==> src/rtl/mfsc_ram.sv <==
`timescale 1ns / 1ps
// ----------------------------------------------------------------------------
// mfsc_ram
// generic single write, single read ram with registered read data
// ----------------------------------------------------------------------------
module mfsc_ram #(
  parameter int WIDTH = 16,
  parameter int DEPTH = 256
) (
  input  logic                     clk_i,
  input  logic                     we_i,
  input  logic [$clog2(DEPTH)-1:0] waddr_i,
  input  logic [WIDTH-1:0]         wdata_i,
  input  logic [$clog2(DEPTH)-1:0] raddr_i,
  output logic [WIDTH-1:0]         rdata_o
);

  logic [WIDTH-1:0] mem_q [DEPTH];

  always_ff @(posedge clk_i) begin
    if (we_i) begin
      mem_q[waddr_i] <= wdata_i;
    end
    rdata_o <= mem_q[raddr_i];
  end

endmodule

==> config.mk <==
export PLATFORM = sky130hd
export DESIGN_NAME = mfsc_ram
export DESIGN_NICKNAME = d
export VERILOG_FILES = /design/src/rtl/mfsc_ram.sv
export SDC_FILE = /design/constraint.sdc
export NUM_CORES = 2
export LEC_CHECK = 0
export BUFFER_PORTS_ARGS = -buffer_cell sky130_fd_sc_hd__buf_2
export CAP_MARGIN = 20
export CELL_PAD_IN_SITES_DETAIL_PLACEMENT = 0
export CELL_PAD_IN_SITES_GLOBAL_PLACEMENT = 1
export CORE_MARGIN = 3
export CORE_UTILIZATION = 56
export DETAILED_ROUTE_END_ITERATION = 8
export PLACE_DENSITY_LB_ADDON = 0.08
export SLEW_MARGIN = 20
export SYNTH_ARGS = -nofsm -noshare
export SYNTH_HDL_FRONTEND = slang
export SYNTH_SLANG_ARGS = --single-unit
export TNS_END_PERCENT = 50
==> constraint.sdc <==
create_clock -name clk_i -period 2.9 [get_ports clk_i]
set_input_delay 0.29 -clock clk_i [delete_from_list [all_inputs] [get_ports clk_i]]
set_output_delay 0.29 -clock clk_i [all_outputs]
set_load 0.02 [all_outputs]
# --- Word-level counts from Yosys, hierarchy flattened ---
# Memory sizes are Yosys's and may differ from the RTL's. A register that Yosys moved wholly into a read port is not among the register bits.
# Cells that the tools add are included.
word_totals:
  n_memories: 1
  output_inout_bits: 16
  word_cells: 3
  inputBits: 34
  ram_bits: 4096
  register_bits: 0
classes:
  muxes: 2
memory_table:
  columns: ["memory", "depth", "word_bits", "read_ports", "rd_ports_with_merged_regs", "write_ports", "line", "text"]
  rows:
  - ["mem_q", 256, 16, 1, 1, 1, "18", "logic [WIDTH-1:0] mem_q [DEPTH];"]
ops:
  columns: ["operator", "count"]
  rows:
  - ["2-to-1 mux 1 bit", 2]

# --- Longest topological paths before layout ---
depth:
  ltp_word: 2
  ltp_mapped: 12
  depth_no_buf: 6

# --- Least setup slack after synthesis ---
# OpenSTA, ideal clock, no wires.
synth_timing:
  kind: "input-to-reg"
  from: "in waddr_i[3]"
  to: "mem mem_q[235][0], enable pin"
  required_time_ns: 2.512
  path_buffers: 3
  cell_stages: 6
  t_arrival_ns: 2.067
  setup_ns: 0.388
  setup_slack_ns: 0.445
  cell_sequence: "clkbuf_1 nor2b_1 clkbuf_1 nand4_1 clkbuf_1 nor2_1"
synth_lines:
  columns: ["element", "line", "text"]
  rows:
  - ["from (decl)", "12", "input logic [$clog2(DEPTH)-1:0] waddr_i,"]
  - ["to (decl)", "18", null]
# No word-level cell before the write port.

==> impl_metrics.prom <==
# TYPE chip_impl_metric gauge
chip_impl_metric{name="largest_net_degree_at_the_start_of_global_routing",unit=""} 104
chip_impl_metric{name="setup_viol",unit=""} 1
chip_impl_metric{name="syn-cell-area",unit="sq um"} 159000
chip_impl_metric{name="slew_violations",unit=""} 0
chip_impl_metric{name="synthDistinctLibCells",unit=""} 52
chip_impl_metric{name="final.fill_count",unit=""} 18500
chip_impl_metric{name="cts_post_setup_buffers_inserted",unit=""} 0
chip_impl_metric{name="clkSlewWorstSetupHoldPaths",unit="ps"} 60
chip_impl_metric{name="maximum_clock_path_buffer_count",unit=""} 4
chip_impl_metric{name="crit_required",unit="ps"} 3710
chip_impl_metric{name="synthArstFlopShare",unit="%"} 0
chip_impl_info{name="tritoncts_clock_tree",value="done"} 1
chip_impl_info{name="layout.cells.most_common_list",value="sky130_fd_sc_hd__edfxtp_1, sky130_fd_sc_hd__buf_4, sky130_fd_sc_hd__mux4_2, sky130_fd_sc_hd__mux2i_1, sky130_fd_sc_hd__clkbuf_16"} 1
chip_impl_info{name="cpLargestDelayFamily",value="compound AO/OA/AOI/OAI gates"} 1
chip_impl_metric{name="design.final.nets",unit=""} 8391
chip_impl_info{name="violations_in_the_final_reports",value="setup timing"} 1
chip_impl_metric{name="slew_worst_pin",unit="ps"} 1080
chip_impl_metric{name="regToRegSetupSlack",unit="ps"} -90
chip_impl_info{name="nature_of_the_critical_path_endpoint",value="register"} 1
chip_impl_metric{name="rows",unit=""} 194
chip_impl_metric{name="grt_pass1_wl",unit="um"} 613000
chip_impl_metric{name="max_stage_delay",unit="ps"} 580
chip_impl_metric{name="yosys_warnings",unit=""} 0
chip_impl_metric{name="drt_pre_antenna_iters",unit=""} 6
chip_impl_info{name="run_status",value="finished, violations left"} 1
chip_impl_metric{name="area_delta_synth_final",unit="%"} 15.9
chip_impl_info{name="hold_path_end",value="rdata_o[4]$_DFF_P_"} 1
chip_impl_info{name="timing.hold.worst.class",value="primary input to register"} 1
chip_impl_metric{name="critical_path.n_buffers_inverters",unit=""} 2
chip_impl_info{name="cts.root.buffer_cell",value="sky130_fd_sc_hd__clkbuf_16"} 1
chip_impl_metric{name="insertion_delay",unit="ps"} 950
chip_impl_metric{name="cap_violations",unit=""} 0
chip_impl_metric{name="overall_global_routing_usage",unit="%"} 29.9
chip_impl_info{name="timing.critical_path.from_type",value="register"} 1
chip_impl_metric{name="final_layout_size_suffix_gt1_share",unit="%"} 29.6
chip_impl_info{name="critical-path-slowest-cell",value="sky130_fd_sc_hd__a221oi_1"} 1
chip_impl_metric{name="cp.depth",unit=""} 8
chip_impl_info{name="worst_path_most_repeated_cell",value="sky130_fd_sc_hd__buf_4"} 1
chip_impl_info{name="worst_r2r_endpoint",value="rdata_o[7]$_DFF_P_"} 1
chip_impl_metric{name="detail_route.wl_per_cell",unit="um"} 34.9
chip_impl_metric{name="syn-mean-instance-area",unit="sq um"} 21.6
chip_impl_metric{name="drcViolationCount",unit=""} 0
chip_impl_metric{name="whs_path_depth",unit=""} 3
chip_impl_metric{name="place.detailed.hpwl",unit="um"} 272000
chip_impl_metric{name="vias",unit=""} 81500
chip_impl_metric{name="achievable-frequency",unit="GHz"} 0.335
chip_impl_metric{name="number_of_antenna_violations_at_the_first_check_in_global_routing",unit=""} 26
chip_impl_metric{name="fp.dieArea",unit="sq um"} 290000
chip_impl_metric{name="die_w",unit="um"} 538
chip_impl_metric{name="grt_pass1_vias",unit=""} 80100
chip_impl_metric{name="dpl_worst_slack",unit="ps"} -1200
chip_impl_metric{name="vdd_ir_drop_max",unit="mV"} 0.578
chip_impl_info{name="rsz0062_at_grt",value="no"} 1
chip_impl_metric{name="postRouteWirelength",unit="um"} 434000
chip_impl_metric{name="p_total",unit="W"} 0.124
chip_impl_metric{name="cts_max_level",unit=""} 5
chip_impl_metric{name="multi_input_comb_area",unit="sq um"} 33000
chip_impl_metric{name="synth_seq_cells",unit=""} 4112
chip_impl_info{name="synthFlopType",value="sky130_fd_sc_hd__edfxtp_1"} 1
chip_impl_metric{name="synthesis.instances",unit=""} 7360
chip_impl_info{name="crit-reg2reg-launch",value="mem_q[138][7]$_DFFE_PP_"} 1
chip_impl_metric{name="worst_path_maximum_fanout",unit=""} 1
chip_impl_metric{name="skew",unit="ps"} 30.7
chip_impl_metric{name="fp.dieH",unit="um"} 538
chip_impl_metric{name="synth-edff-count",unit=""} 4096
chip_impl_metric{name="numCtsBuffers",unit=""} 410
chip_impl_metric{name="place_congestion",unit=""} 0.877
chip_impl_metric{name="boundaryPins",unit=""} 50
chip_impl_metric{name="portBuffers",unit=""} 49
chip_impl_metric{name="mappedNetlistNets",unit=""} 7394
chip_impl_info{name="layout_commonest_cell",value="sky130_fd_sc_hd__edfxtp_1"} 1
chip_impl_metric{name="cp.arrival",unit="ps"} 3800
chip_impl_metric{name="timing.hold.ws",unit="ps"} 130
chip_impl_metric{name="tritoncts_num_sinks",unit=""} 4112
chip_impl_metric{name="final-hold-violation-count",unit=""} 0
chip_impl_metric{name="finalCoreUtilization",unit="%"} 65.6
chip_impl_metric{name="grt_remaining_overflow",unit=""} 0
chip_impl_metric{name="seq_area_frac_synth",unit="%"} 77.7
chip_impl_info{name="hold_start",value="raddr_i[7]"} 1
chip_impl_metric{name="power_per_cell_area",unit="nW/um^2"} 674
chip_impl_metric{name="route.antenna.remaining_nets",unit=""} 0
chip_impl_metric{name="final-seq-area",unit="sq um"} 123000
chip_impl_metric{name="static-leakage-power",unit="nW"} 59.8
chip_impl_metric{name="rr_worst_depth",unit=""} 8
chip_impl_metric{name="drt-vias-per-instance",unit=""} 6.56
chip_impl_metric{name="timing.final.ws_setup",unit="ps"} -87.9
chip_impl_metric{name="relSlewSlack",unit="%"} 27.7
chip_impl_info{name="cp_cell_sequence",value="mux4_2, mux2_2, a221oi_1, o31ai_1, buf_4, o32ai_2, buf_4, nor4_1"} 1
chip_impl_info{name="worst-setup-path-type",value="register to register"} 1
chip_impl_metric{name="initial_core_util",unit="%"} 56.6
chip_impl_metric{name="core_area",unit="sq um"} 281000
chip_impl_metric{name="timing.final.crit_share",unit="%"} 103
chip_impl_metric{name="drt_iter0_markers",unit=""} 11200
chip_impl_metric{name="min_period",unit="ps"} 2990
==> registers in the layout (all words and copies together) (netlist names) <==
register / count
mem_q: 4096
rdata_o: 16
==> Yosys cell counts (all sizes together), types with 2 or more instances <==
| cell type | instances | area [sq um] |
|---|---|---|
| a22oi | 43 | 323 |
| nand3 | 35 | 175 |
| o22ai | 148 | 926 |
| nand2 | 38 | 143 |
| a21o | 2 | 15.0 |
| a31oi | 6 | 37.5 |
| nor4 | 18 | 119 |
| inv | 4 | 15.0 |
| nand4 | 26 | 163 |
| nor2b | 9 | 56.3 |
| and4 | 2 | 17.5 |
| a221oi | 28 | 245 |
| nand4b | 3 | 26.3 |
| o221ai | 253 | 2220 |
| buf | 222 | 1810 |
| nor4bb | 2 | 20.0 |
| mux4 | 797 | 17900 |
| a21oi | 175 | 876 |
| o21ai | 38 | 190 |
| nor3 | 92 | 460 |
| nor2 | 304 | 1140 |
| o32ai | 21 | 191 |
| mux2 | 88 | 991 |
| o31ai | 16 | 120 |
| edfxtp | 4096 | 123000 |
| a2111oi | 6 | 52.6 |
| or3 | 2 | 12.5 |
| mux2i | 565 | 5660 |
| or2 | 5 | 31.3 |
| a22o | 32 | 280 |
| and3 | 11 | 68.8 |
| dfxtp | 16 | 320 |
| a211oi | 18 | 135 |
| clkbuf | 230 | 863 |
| and2 | 2 | 12.5 |
| nand2b | 3 | 18.8 |
==> how the worst max path moves through the flow <==
stage | startpoint | endpoint
2_1_floorplan | waddr_i[3] | mem_q[235][0]$_DFFE_PP_
3_3_place_gp | raddr_i[0] | rdata_o[9]$_DFF_P_
3_5_place_dp | raddr_i[0] | rdata_o[9]$_DFF_P_
4_1_cts | mem_q[18][12]$_DFFE_PP_ | rdata_o[12]$_DFF_P_
5_1_grt | mem_q[3][10]$_DFFE_PP_ | rdata_o[10]$_DFF_P_
6_report | mem_q[138][7]$_DFFE_PP_ | rdata_o[7]$_DFF_P_
==> where the power goes <==
part	internal (W)	switching [W]
Sequential	0.0655	0.000154
Combinational	0.00263	0.00431
Clock	0.0294	0.0221
==> routing by layer <==
layer	wire [um]	GRT usage (%)	up-vias
met5	55	0	-
met2	203000	45.9	4043
met4	13500	8.16	8
li1	-	-	33300
met1	175000	44.3	43500
met3	41700	6.19	596
==> what timing repair did <==
| action | in CTS | in global routing |
|---|---|---|
| endpoints found under the setup margin | 5 | 1 |
| pin swaps | 2 | 2 |
| hold buffers | 16 | 0 |
| gates cloned | 0 | 1 |
| endpoints found under the hold margin | 1018 | 0 |
| gates resized for setup | 6 | 1 |
==> worst register-to-register path: stages, from the launching register on <==
cell and delay (ps):
sky130_fd_sc_hd__edfxtp_1 370, sky130_fd_sc_hd__mux4_2 470, sky130_fd_sc_hd__mux2_2 280, sky130_fd_sc_hd__a221oi_1 580, sky130_fd_sc_hd__o31ai_1 350, sky130_fd_sc_hd__buf_4 240
sky130_fd_sc_hd__o32ai_2 320, sky130_fd_sc_hd__buf_4 210, sky130_fd_sc_hd__nor4_1 40
==> layout make-up <==
class / instances / share of cell area (%)
antenna: 6 / 0.00816
clock buffer: 527 / 6.01
inverter: 4 / 0.0150
sequential: 4112 / 67.0
tap: 3724 / 2.53
timing repair buffer: 1037 / 5.42
multi-input combinational: 2792 / 17.9
clock inverter: 224 / 1.06
==> through the flow <==
step,instances,setup TNS (ps),cell area (sq um)
floorplan,7360,0,159000
global placement,11700,-11470,171000
detailed placement,11700,-11290,171000
CTS,12400,0,184000
global route,12400,0,184000
finish,12400,-87.9,184000
==> logic make-up after synthesis <==
group | share of synthesized area, %
AND/OR/NAND/NOR | 1.57
flip-flops | 77.7
buffers and inverters | 1.69
AO/OA/AOI/OAI | 3.54
multiplexers | 15.5
(Power assumes the default switching activity.)
