==> src/rtl/mfsc_pkg.sv <==
`timescale 1ns / 1ps
// ----------------------------------------------------------------------------
// mfsc_pkg
// shared sizes, codes and item types of the strided convolution core
// ----------------------------------------------------------------------------
package mfsc_pkg;

  localparam int MAX_FILTERS  = 8;
  localparam int MAX_KERNEL   = 8;
  localparam int MAX_WIDTH    = 256;
  localparam int MAX_CHANNELS = 4;

  localparam int FILT_W = $clog2(MAX_FILTERS);
  localparam int KER_W  = $clog2(MAX_KERNEL);
  localparam int COL_W  = $clog2(MAX_WIDTH);
  localparam int CH_W   = $clog2(MAX_CHANNELS);

  localparam int LINE_DEPTH = MAX_KERNEL * MAX_WIDTH * MAX_CHANNELS;
  localparam int LINE_AW    = KER_W + COL_W + CH_W;
  localparam int WGT_DEPTH  = MAX_FILTERS * MAX_KERNEL * MAX_KERNEL * MAX_CHANNELS;
  localparam int WGT_AW     = FILT_W + 2 * KER_W + CH_W;

  localparam int DATA_W = 16;
  localparam int PROD_W = 33;
  localparam int SUM_W  = 40;

  typedef enum logic {
    OP_PIXEL  = 1'b0,
    OP_WEIGHT = 1'b1
  } op_e;

  typedef enum logic [2:0] {
    REG_IMAGE_WIDTH   = 3'd0,
    REG_IMAGE_HEIGHT  = 3'd1,
    REG_KERNEL_SIZE   = 3'd2,
    REG_STEP_SIZE     = 3'd3,
    REG_FILTER_COUNT  = 3'd4,
    REG_CHANNEL_COUNT = 3'd5
  } cfg_reg_e;

  typedef enum logic [2:0] {
    ST_CLEAR,
    ST_IDLE,
    ST_RUN,
    ST_WAIT,
    ST_EMIT
  } state_e;

  typedef struct packed {
    logic                     opcode;
    logic [15:0]              pixel_value;
    logic signed [15:0]       weight_value;
    logic [2:0]               weight_filter;
    logic [2:0]               weight_row;
    logic [2:0]               weight_col;
    logic [1:0]               weight_channel;
  } in_item_t;

  typedef struct packed {
    logic [7:0]               out_row;
    logic [7:0]               out_col;
    logic [2:0]               filter_index;
    logic signed [SUM_W-1:0]  dot_sum;
    logic                     last_of_pixel;
  } out_item_t;

  typedef struct packed {
    logic [2:0] index;
    logic [8:0] value;
  } cfg_item_t;

  typedef struct packed {
    logic valid;
    logic first;
    logic last;
  } mac_ctrl_t;

  // zero acts as one, above the limit acts as the limit
  function automatic logic [8:0] clamp9(logic [8:0] v, logic [8:0] hi);
    logic [8:0] r;
    if (v == 9'd0) r = 9'd1;
    else if (v > hi) r = hi;
    else r = v;
    return r;
  endfunction

  function automatic logic [3:0] clamp4(logic [3:0] v, logic [3:0] hi);
    logic [3:0] r;
    if (v == 4'd0) r = 4'd1;
    else if (v > hi) r = hi;
    else r = v;
    return r;
  endfunction

  function automatic logic [2:0] clamp3(logic [2:0] v, logic [2:0] hi);
    logic [2:0] r;
    if (v == 3'd0) r = 3'd1;
    else if (v > hi) r = hi;
    else r = v;
    return r;
  endfunction

endpackage

==> src/rtl/mfsc_mac.sv <==
`timescale 1ns / 1ps
// ----------------------------------------------------------------------------
// mfsc_mac
// shared multiply-accumulate unit, product stage then accumulate stage
// ----------------------------------------------------------------------------
module mfsc_mac (
  input  logic                              clk_i,
  input  logic                              rst_ni,
  input  mfsc_pkg::mac_ctrl_t               ctrl_i,
  input  logic [mfsc_pkg::DATA_W-1:0]       px_i,
  input  logic [mfsc_pkg::DATA_W-1:0]       wt_i,
  output logic signed [mfsc_pkg::SUM_W-1:0] acc_o,
  output logic                              done_o
);
  import mfsc_pkg::*;

  logic signed [PROD_W-1:0] prod_d, prod_q;
  mac_ctrl_t                ctl_q;
  logic signed [SUM_W-1:0]  acc_d, acc_q;
  logic                     done_q;

  // unsigned pixel times signed weight
  assign prod_d = $signed({1'b0, px_i}) * $signed(wt_i);

  always_comb begin
    acc_d = ctl_q.first ? {{(SUM_W-PROD_W){prod_q[PROD_W-1]}}, prod_q}
                        : acc_q + {{(SUM_W-PROD_W){prod_q[PROD_W-1]}}, prod_q};
  end

  always_ff @(posedge clk_i or negedge rst_ni) begin
    if (!rst_ni) begin
      ctl_q  <= '0;
      done_q <= 1'b0;
    end else begin
      ctl_q  <= ctrl_i;
      done_q <= ctl_q.valid & ctl_q.last;
    end
  end

  always_ff @(posedge clk_i) begin
    prod_q <= prod_d;
    if (ctl_q.valid) begin
      acc_q <= acc_d;
    end
  end

  assign acc_o  = acc_q;
  assign done_o = done_q;

endmodule

==> config.mk <==
export PLATFORM = sky130hd
export DESIGN_NAME = mfsc_mac
export DESIGN_NICKNAME = d
export VERILOG_FILES = /design/src/rtl/mfsc_pkg.sv /design/src/rtl/mfsc_mac.sv
export SDC_FILE = /design/constraint.sdc
export NUM_CORES = 1
export LEC_CHECK = 0
export BUFFER_PORTS_ARGS = -buffer_cell sky130_fd_sc_hd__buf_2
export CORE_MARGIN = 3
export CORE_UTILIZATION = 65
export CTS_CLUSTER_DIAMETER = 120
export DETAILED_ROUTE_END_ITERATION = 8
export HOLD_SLACK_MARGIN = 0.03
export MAX_ROUTING_LAYER = met4
export PLACE_DENSITY = 0.84
export REMOVE_ABC_BUFFERS = 1
export SYNTH_ARGS = -nofsm -noshare
export SYNTH_HDL_FRONTEND = slang
export SYNTH_SLANG_ARGS = --single-unit
export TNS_END_PERCENT = 10
==> constraint.sdc <==
create_clock -name clk_i -period 5.6 [get_ports clk_i]
set_input_delay 0.56 -clock clk_i [delete_from_list [all_inputs] [get_ports clk_i]]
set_output_delay 0.56 -clock clk_i [all_outputs]
set_load 0.005 [all_outputs]
== Word level (Yosys, flattened, before mapping) ==
Index checks and enable logic that the tools add are counted.
Cells by class
  $add $sub $neg: 1
  $mul: 1
  mux-type cells: 1
  bitwise operators: 1
Operator list (count)
  40-bit adder: 1
  40-bit 2-to-1 mux: 1
  17-bit by 16-bit multiplier with 33-bit output: 1
  1-bit AND: 1
Word-level totals
  register bits: 77
  output and inout port bits: 41
  logic and storage cells: 10

== Depth between registers and ports, before layout ==
Gate-level depths: netlist (run 1).
  depth in word-level cells: 2
  mapped depth: 24
  mapped depth without buffers: 23

== Worst setup path before layout (run 1) ==
No wires, ideal clock.
  path kind: in2reg
  start point: in wt_i[1] in the netlist's numbering
  end point: reg prod_q[29]
  setup time: 0.072 ns
  arrival: 5.814 ns
  data required time: 5.528 ns
  slack: -0.285 ns
  cell stages on the path: 20
  path buffers: 1
  cells stage by stage: clkbuf_1 > nand2_1 > fa_1 > fa_1 > fa_1 > fa_1 > inv_1 > fa_1 > inv_1 > fa_1 > inv_1 > ha_1 > nand3_1 > o31ai_2 > o21ai_1 > o21a_1 > o31ai_2 > a21oi_2 > o31ai_1 > xor2_1
Between the ends
  word-level cells in the longest chain between the ends: 1
Ends and longest elaborated chain
  start, declared: RTL line mfsc_mac.sv:11  | input logic [mfsc_pkg::DATA_W-1:0] wt_i,
  17-bit by 16-bit multiplier with 33-bit output: RTL line mfsc_mac.sv:23  | assign prod_d = $signed({1'b0, px_i}) * $signed(wt_i);
  via prod_d[29]: RTL line mfsc_mac.sv:17  | logic signed [PROD_W-1:0] prod_d, prod_q;
  end signal, assigned: RTL line mfsc_mac.sv:41  | prod_q <= prod_d;
  end, declared: RTL line mfsc_mac.sv:17
The timed path passes the listed nets, and every way through them passes these cells.
A chain may end at the register's enable or synchronous reset.

== Worst setup path in the final report (run 1) ==
  start point: in px_i[6] in the netlist's numbering
  end point: reg prod_q[32]
Between the ends
  word-level cells in the longest chain between the ends: 1
Ends and longest elaborated chain
  start, declared: RTL line mfsc_mac.sv:10  | input logic [mfsc_pkg::DATA_W-1:0] px_i,
  17-bit by 16-bit multiplier with 33-bit output: RTL line mfsc_mac.sv:23
  via prod_d[32]: RTL line mfsc_mac.sv:17
The timed path passes the listed nets, and every way through them passes these cells.

==> metrics.txt, run 1 <==
final hold violations 0; vias in the first global route 11.1k; Max Slew Vio Count 0; Ant. Diodes 0; IO Count 78; final setup skew 6.20 ps; Worst-Skew Late Latency 340 ps; synthesized instance count 1470; Avg WL per Cell between 15 and 20 µm; Worst Max-Slew Pin Slew 674 ps; Chip Width ~150 µm; Std-Cell Rows 51; Ys Warns 0; core area 19800 µm²; Final ANT Viol Nets 0; commonest non-fill, non-tap cell in the layout inv_1; Synth cell types 64; CP Capture Type register; design area 15200 µm²; synthesis-to-finish area growth 14.8%; max_cap viols 0; layout cells sized above 1 0.166; Synth area leaders fa_1, ha_1, edfxtp_1; initial core utilization 0.671; RSZ-0062 raised after global routing true; Min-Delay Path Class primary input to register; Setup CP Type primary input to register; slowest stage delay, CP 540 ps; DR vias/cell 5.68; largest net degree at the start of global routing between 70 and 80; Worst-path clk slew 60 ps; Rel. slew slack 0.551; gr usage total 0.302; CP max FO 4; Clock Sinks 77; Slowest-stage cell, CP fa_1; GP Congestion between 0.9 and 1; 1st-iter DRT viols roughly 770; CTS tree built; failing checks setup timing; data arrival time of the worst path 5970 ps; cells along the critical path buf_2 > and2_1 > fa_1 > inv_1 > fa_2 > inv_1 > fa_1 > ha_1 > fa_1 > inv_1 > fa_1 > inv_1 > ha_4 > a211oi_2 > nor2_2 > o41ai_4 > a211oi_2 > o21ai_1 > or3b_4 > a31o_1 > a21oi_2 > xnor2_1; #FFs+latches synth 77; CTS Buf Count 9; post-synthesis sequential area ratio 0.148; drt total wl 32.0 mm; status complete, but fails checks; CP startpoint kind primary input; post-route minimum period 5700 ps; ys async rst share 0.0519; Synth Flop Type edfxtp_1; Die Footprint 22200 µm²; first-pass GRT wire length between 50 and 60 mm; area leader, netlist fa_1; Critical Path RT 5870 ps; CP delay by family, top adder cells; Mapped Area 13300 µm²; Vias around 11k; dpl cell area 14700 µm²; Port Buffers 77; Synth top area share 0.294; initial antenna violation count 0; CTS Buffer Depth 2; Fmax achieved 176 MHz; syn_area_per_cell 9.03 µm²; # DRC 0; First-pass DRT Iterations 5; CTS H-tree lvls 3; Final Cycle Share 1.02; # setup viols final 4; fin nets around 2.0k; most frequent cells in the layout inv_1, fa_1, nand2_1; DP HPWL 26.5 mm; grt total ovfl 0; Post-synth EDFFs 40; Vert. Die Dim about 150 µm; fin worst setup slack -97.0 ps; Clock Tree Root clkbuf_16; CP bufs+invs 5
## final timing paths
check                                    start                  end  slack, ps  cells past startpoint
hold / removal                       ctrl_i[0]   ctl_q[0]$_DFF_PN0_        320                      1
min in group asynchronous               rst_ni     done_o$_DFF_PN0_        560                      2
hold reg to reg             ctl_q[0]$_DFF_PN0_     done_o$_DFF_PN0_        530                      1
max in group asynchronous               rst_ni   ctl_q[1]$_DFF_PN0_       4910                      2
setup reg to reg           acc_o[16]$_DFFE_PP_  acc_o[37]$_DFFE_PP_       2550                     10
setup / recovery                       px_i[6]   prod_q[32]$_DFF_P_       -100                     22
## flip-flops by register name, indices dropped and copies added (netlist names)
signal / cells
done_o: 1
ctl_q: 3
prod_q: 33
acc_o: 40
## through the flow
step	utilization	TNS (ps)	instances	setup WS [ps]	hold WS (ps)
after global placement	0.743	-4250	1880	-474	365
final	0.770	-164	1901	-97.0	325
after global routing	0.770	-1790	1901	-270	316
after CTS	0.762	-145	1897	-123	315
after detailed placement	0.743	-6310	1880	-613	369
after floorplan	-	-204	1425	-66.9	264
## cell usage after synthesis (6+ instances only)
library cell,n
xor2_1,25
a31oi_1,6
fa_1,195
a21o_1,38
clkbuf_1,45
inv_1,257
xnor2_1,37
ha_1,161
nand4_1,7
o31ai_1,8
nor3_1,10
a211oi_1,9
o21ai_0,59
and3_1,8
o211ai_1,6
nand2b_1,13
and2_1,119
nand3_1,14
dfxtp_1,33
o21a_1,9
nor2_1,46
a21oi_1,64
edfxtp_1,40
nand2_1,192
## what timing repair did
item / in CTS / in global routing
endpoints found under the hold margin: 4 / 0
hold buffers: 1 / 0
setup endpoints to repair: 10 / 13
setup buffers: 0 / 4
pin swaps: 11 / 18
gates resized for setup: 17 / 33
## kinds of logic after synthesis
family                     after synthesis  synth area share
and+or+nand+nor                        427             0.156
muxes                                    5           0.00405
xor gates and xnor gates                62            0.0409
DFF                                     77             0.148
AOI/OAI and AO/OA                      240             0.120
buffers and inverters                  303            0.0857
adders and majority gates              356             0.446
## worst reg2reg max path, cell delays in order (launching register included)
cell	delay [ps]
edfxtp_1	410
ha_1	410
a21oi_1	370
nand3_1	120
a31oi_1	200
nor2_1	90
o21ai_0	400
a21oi_1	190
o21ai_0	320
mux2i_1	210
o21ai_0	90
## per-layer routing
metal	GRT usage	vias to the layer above	share of wire	wire length [µm]
li1	-	5034	-	-
met1	0.385	5258	0.41	13200
met2	0.517	427	0.50	15900
met3	0.0356	74	0.065	2080
met4	0.0792	0	0.025	786
met5	-	-	0	0
## layout make-up
class,instances,area (µm²)
Clock inverter,7,57.6
Fill cell,1344,4550
Timing Repair Buffer,195,1330
Sequential cell,77,1960
Multi-Input combinational cell,1090,10400
Clock buffer,9,225
Inverter,258,968
Tap cell,265,332
Power of run 1 is not shown: default switching activity piles up to over one toggle a cycle in this logic, so the estimate is an artifact.
==> run 2: changes to the inputs <==
BUFFER_PORTS_ARGS = -buffer_cell sky130_fd_sc_hd__buf_4   (was -buffer_cell sky130_fd_sc_hd__buf_2)
CTS_BUF_LIST = sky130_fd_sc_hd__clkbuf_4 sky130_fd_sc_hd__clkbuf_8 sky130_fd_sc_hd__clkbuf_16   (was default)
==> metrics.txt, run 2 (synthesis gave the netlist of run 1 again) <==
DR vias/cell 5.67 (-0.20%); grt total ovfl 0 (unchanged); combined area of the multi-input logic cells 10400 µm² (+0.51%); Setup crit start px_i[5]; data arrival time of the worst path 6000 ps (+30 ps); First-pass DRT Iterations 5 (unchanged); RSZ-0062 raised after global routing true; most frequent CP cell fa_1; # setup viols final 7 (+3); Final ANT Viol Nets 0 (unchanged); commonest non-fill, non-tap cell in the layout inv_1; final hold violations 0 (unchanged); CTS tree built; status complete, but fails checks; Reg2Reg Setup Slack 2590 ps (+40 ps); Max Slew Vio Count 0 (unchanged); largest net degree at the start of global routing 74 (unchanged); failing checks setup timing; core area 19800 µm² (unchanged); register area 1960 µm² (unchanged); most frequent cells in the layout inv_1, fa_1, nand2_1; GP Congestion 0.951 (-1.2%); crit path capture prod_q[32]$_DFF_P_; Non-Filler Instances 1892 (-0.47%); Worst-Skew Late Latency 350 ps (about the same); Worst-path clk slew 60 ps (about the same); drt total wl 31.8 mm (-0.55%); Avg WL per Cell 16.8 µm (about the same); Rel. slew slack 0.572 (+0.0213); CTS Buf Count 9 (unchanged); final setup skew 13.1 ps (+6.91 ps); Critical Path RT 5830 ps (-40 ps); CTS Buffer Depth 2 (unchanged); vias in the first global route 11.2k (+0.47%); Setup CP Type primary input to register; layout cells sized above 1 0.165 (-0.000313); Final Cycle Share 1.03 (+0.0119); post-layout util 0.779 (+0.00886); Chip Width 149 µm (unchanged); gr usage total 0.296 (-0.00571); 1st-iter DRT viols 543 (-30%); CP max FO 9 (+5); Slowest-stage cell, CP fa_1; Clock Sinks 77 (unchanged); max_cap viols 0 (unchanged); initial core utilization 0.671 (unchanged); Largest register FFs 40 (unchanged); post-route minimum period 5760 ps (+66.7 ps); Port Buffers 77 (unchanged); fillcell total 1288 (-4.2%); setup TNS -499 ps (-334 ps); Worst Max-Slew Pin Slew 642 ps (-32.0 ps); # DRC 0 (unchanged); cells along the critical path buf_4 > buf_4 > and2_1 > fa_1 > inv_1 > fa_1 > inv_1 > fa_1 > fa_2 > fa_1 > inv_1 > fa_1 > inv_1 > ha_1 > a21oi_1 > nor2b_1 > o21ai_1 > or3b_4 > a31o_1 > a21oi_2 > xnor2_1; DP HPWL 26.2 mm (-0.82%); CP startpoint kind primary input; Std-Cell Rows 51 (unchanged); initial antenna violation count 0 (unchanged); fin worst setup slack -164 ps (-66.7 ps); Fmax achieved 173 MHz (-1.2%); Vias 10.7k (-0.68%); first-pass GRT wire length 52.2 mm (-0.69%); Min-Delay Path Class primary input to register; dpl cells 1873 (-0.37%); origin of the critical flop-to-flop path acc_o[1]$_DFFE_PP_; slowest stage delay, CP 550 ps (about the same); IO Count 78 (unchanged); fin nets 2015 (-0.44%); worst hold slack 330 ps (+5.22 ps); CP Capture Type register; Vert. Die Dim 149 µm (unchanged); reg2reg end acc_o[37]$_DFFE_PP_; R2R cell count 10 (unchanged); Die Footprint 22200 µm² (unchanged); CTS H-tree lvls 3 (unchanged); Ant. Diodes 0 (unchanged); synthesis-to-finish area growth 16.1%; Clock Tree Root clkbuf_16
## run 2: worst min path at each step
stage,cells after the start,start,to
4_1_cts,1,ctrl_i[2],ctl_q[2]$_DFF_PN0_
2_1_floorplan,0,rst_ni,ctl_q[0]$_DFF_PN0_
3_3_place_gp,1,rst_ni,ctl_q[2]$_DFF_PN0_
5_1_grt,1,ctrl_i[0],ctl_q[0]$_DFF_PN0_
6_report,1,ctrl_i[2],ctl_q[2]$_DFF_PN0_
3_5_place_dp,1,rst_ni,ctl_q[0]$_DFF_PN0_
## run 2: routing by layer
layer / track usage / vias to the layer above / share of wire
met5: - / - / 0
met4: 0.0773 / 0 / 0.025
met3: 0.0322 / 73 / 0.058
met2: 0.501 / 417 / 0.50
met1: 0.385 / 5209 / 0.42
li1: - / 5021 / -
## run 2: metrics by stage
step                      cell area [µm²]  worst slack, ps
final                               15400             -164
after global routing                15400             -372
after CTS                           15200            -93.7
after detailed placement            14800             -613
after global placement              14800             -464
after floorplan                     13100            -66.9
## run 2: worst max-delay path: cells and delay by family
kind                     cells  cell delay, ps
AND/OR/NAND/NOR              3             710
buffers and inverters        6             540
XOR/XNOR                     1              70
adder cells (fa/ha/maj)      7            3390
AO/OA/AOI/OAI                4             710
## run 2: final cells by class
| class | count | share of cell area |
|---|---|---|
| Clock buffer | 9 | 0.0146 |
| Tap cell | 265 | 0.0215 |
| Multi-Input combinational cell | 1090 | 0.676 |
| Inverter | 258 | 0.0629 |
| Clock inverter | 7 | 0.00357 |
| Timing Repair Buffer | 186 | 0.0945 |
| Sequential cell | 77 | 0.127 |
## run 2: repair_timing
action,4_1_cts,5_1_grt
setup endpoints to repair,9,14
pin swaps,13,38
hold buffers,1,0
setup buffers,0,2
endpoints found under the hold margin,4,0
gates resized for setup,11,46
Power of run 2 is left out for the same reason.
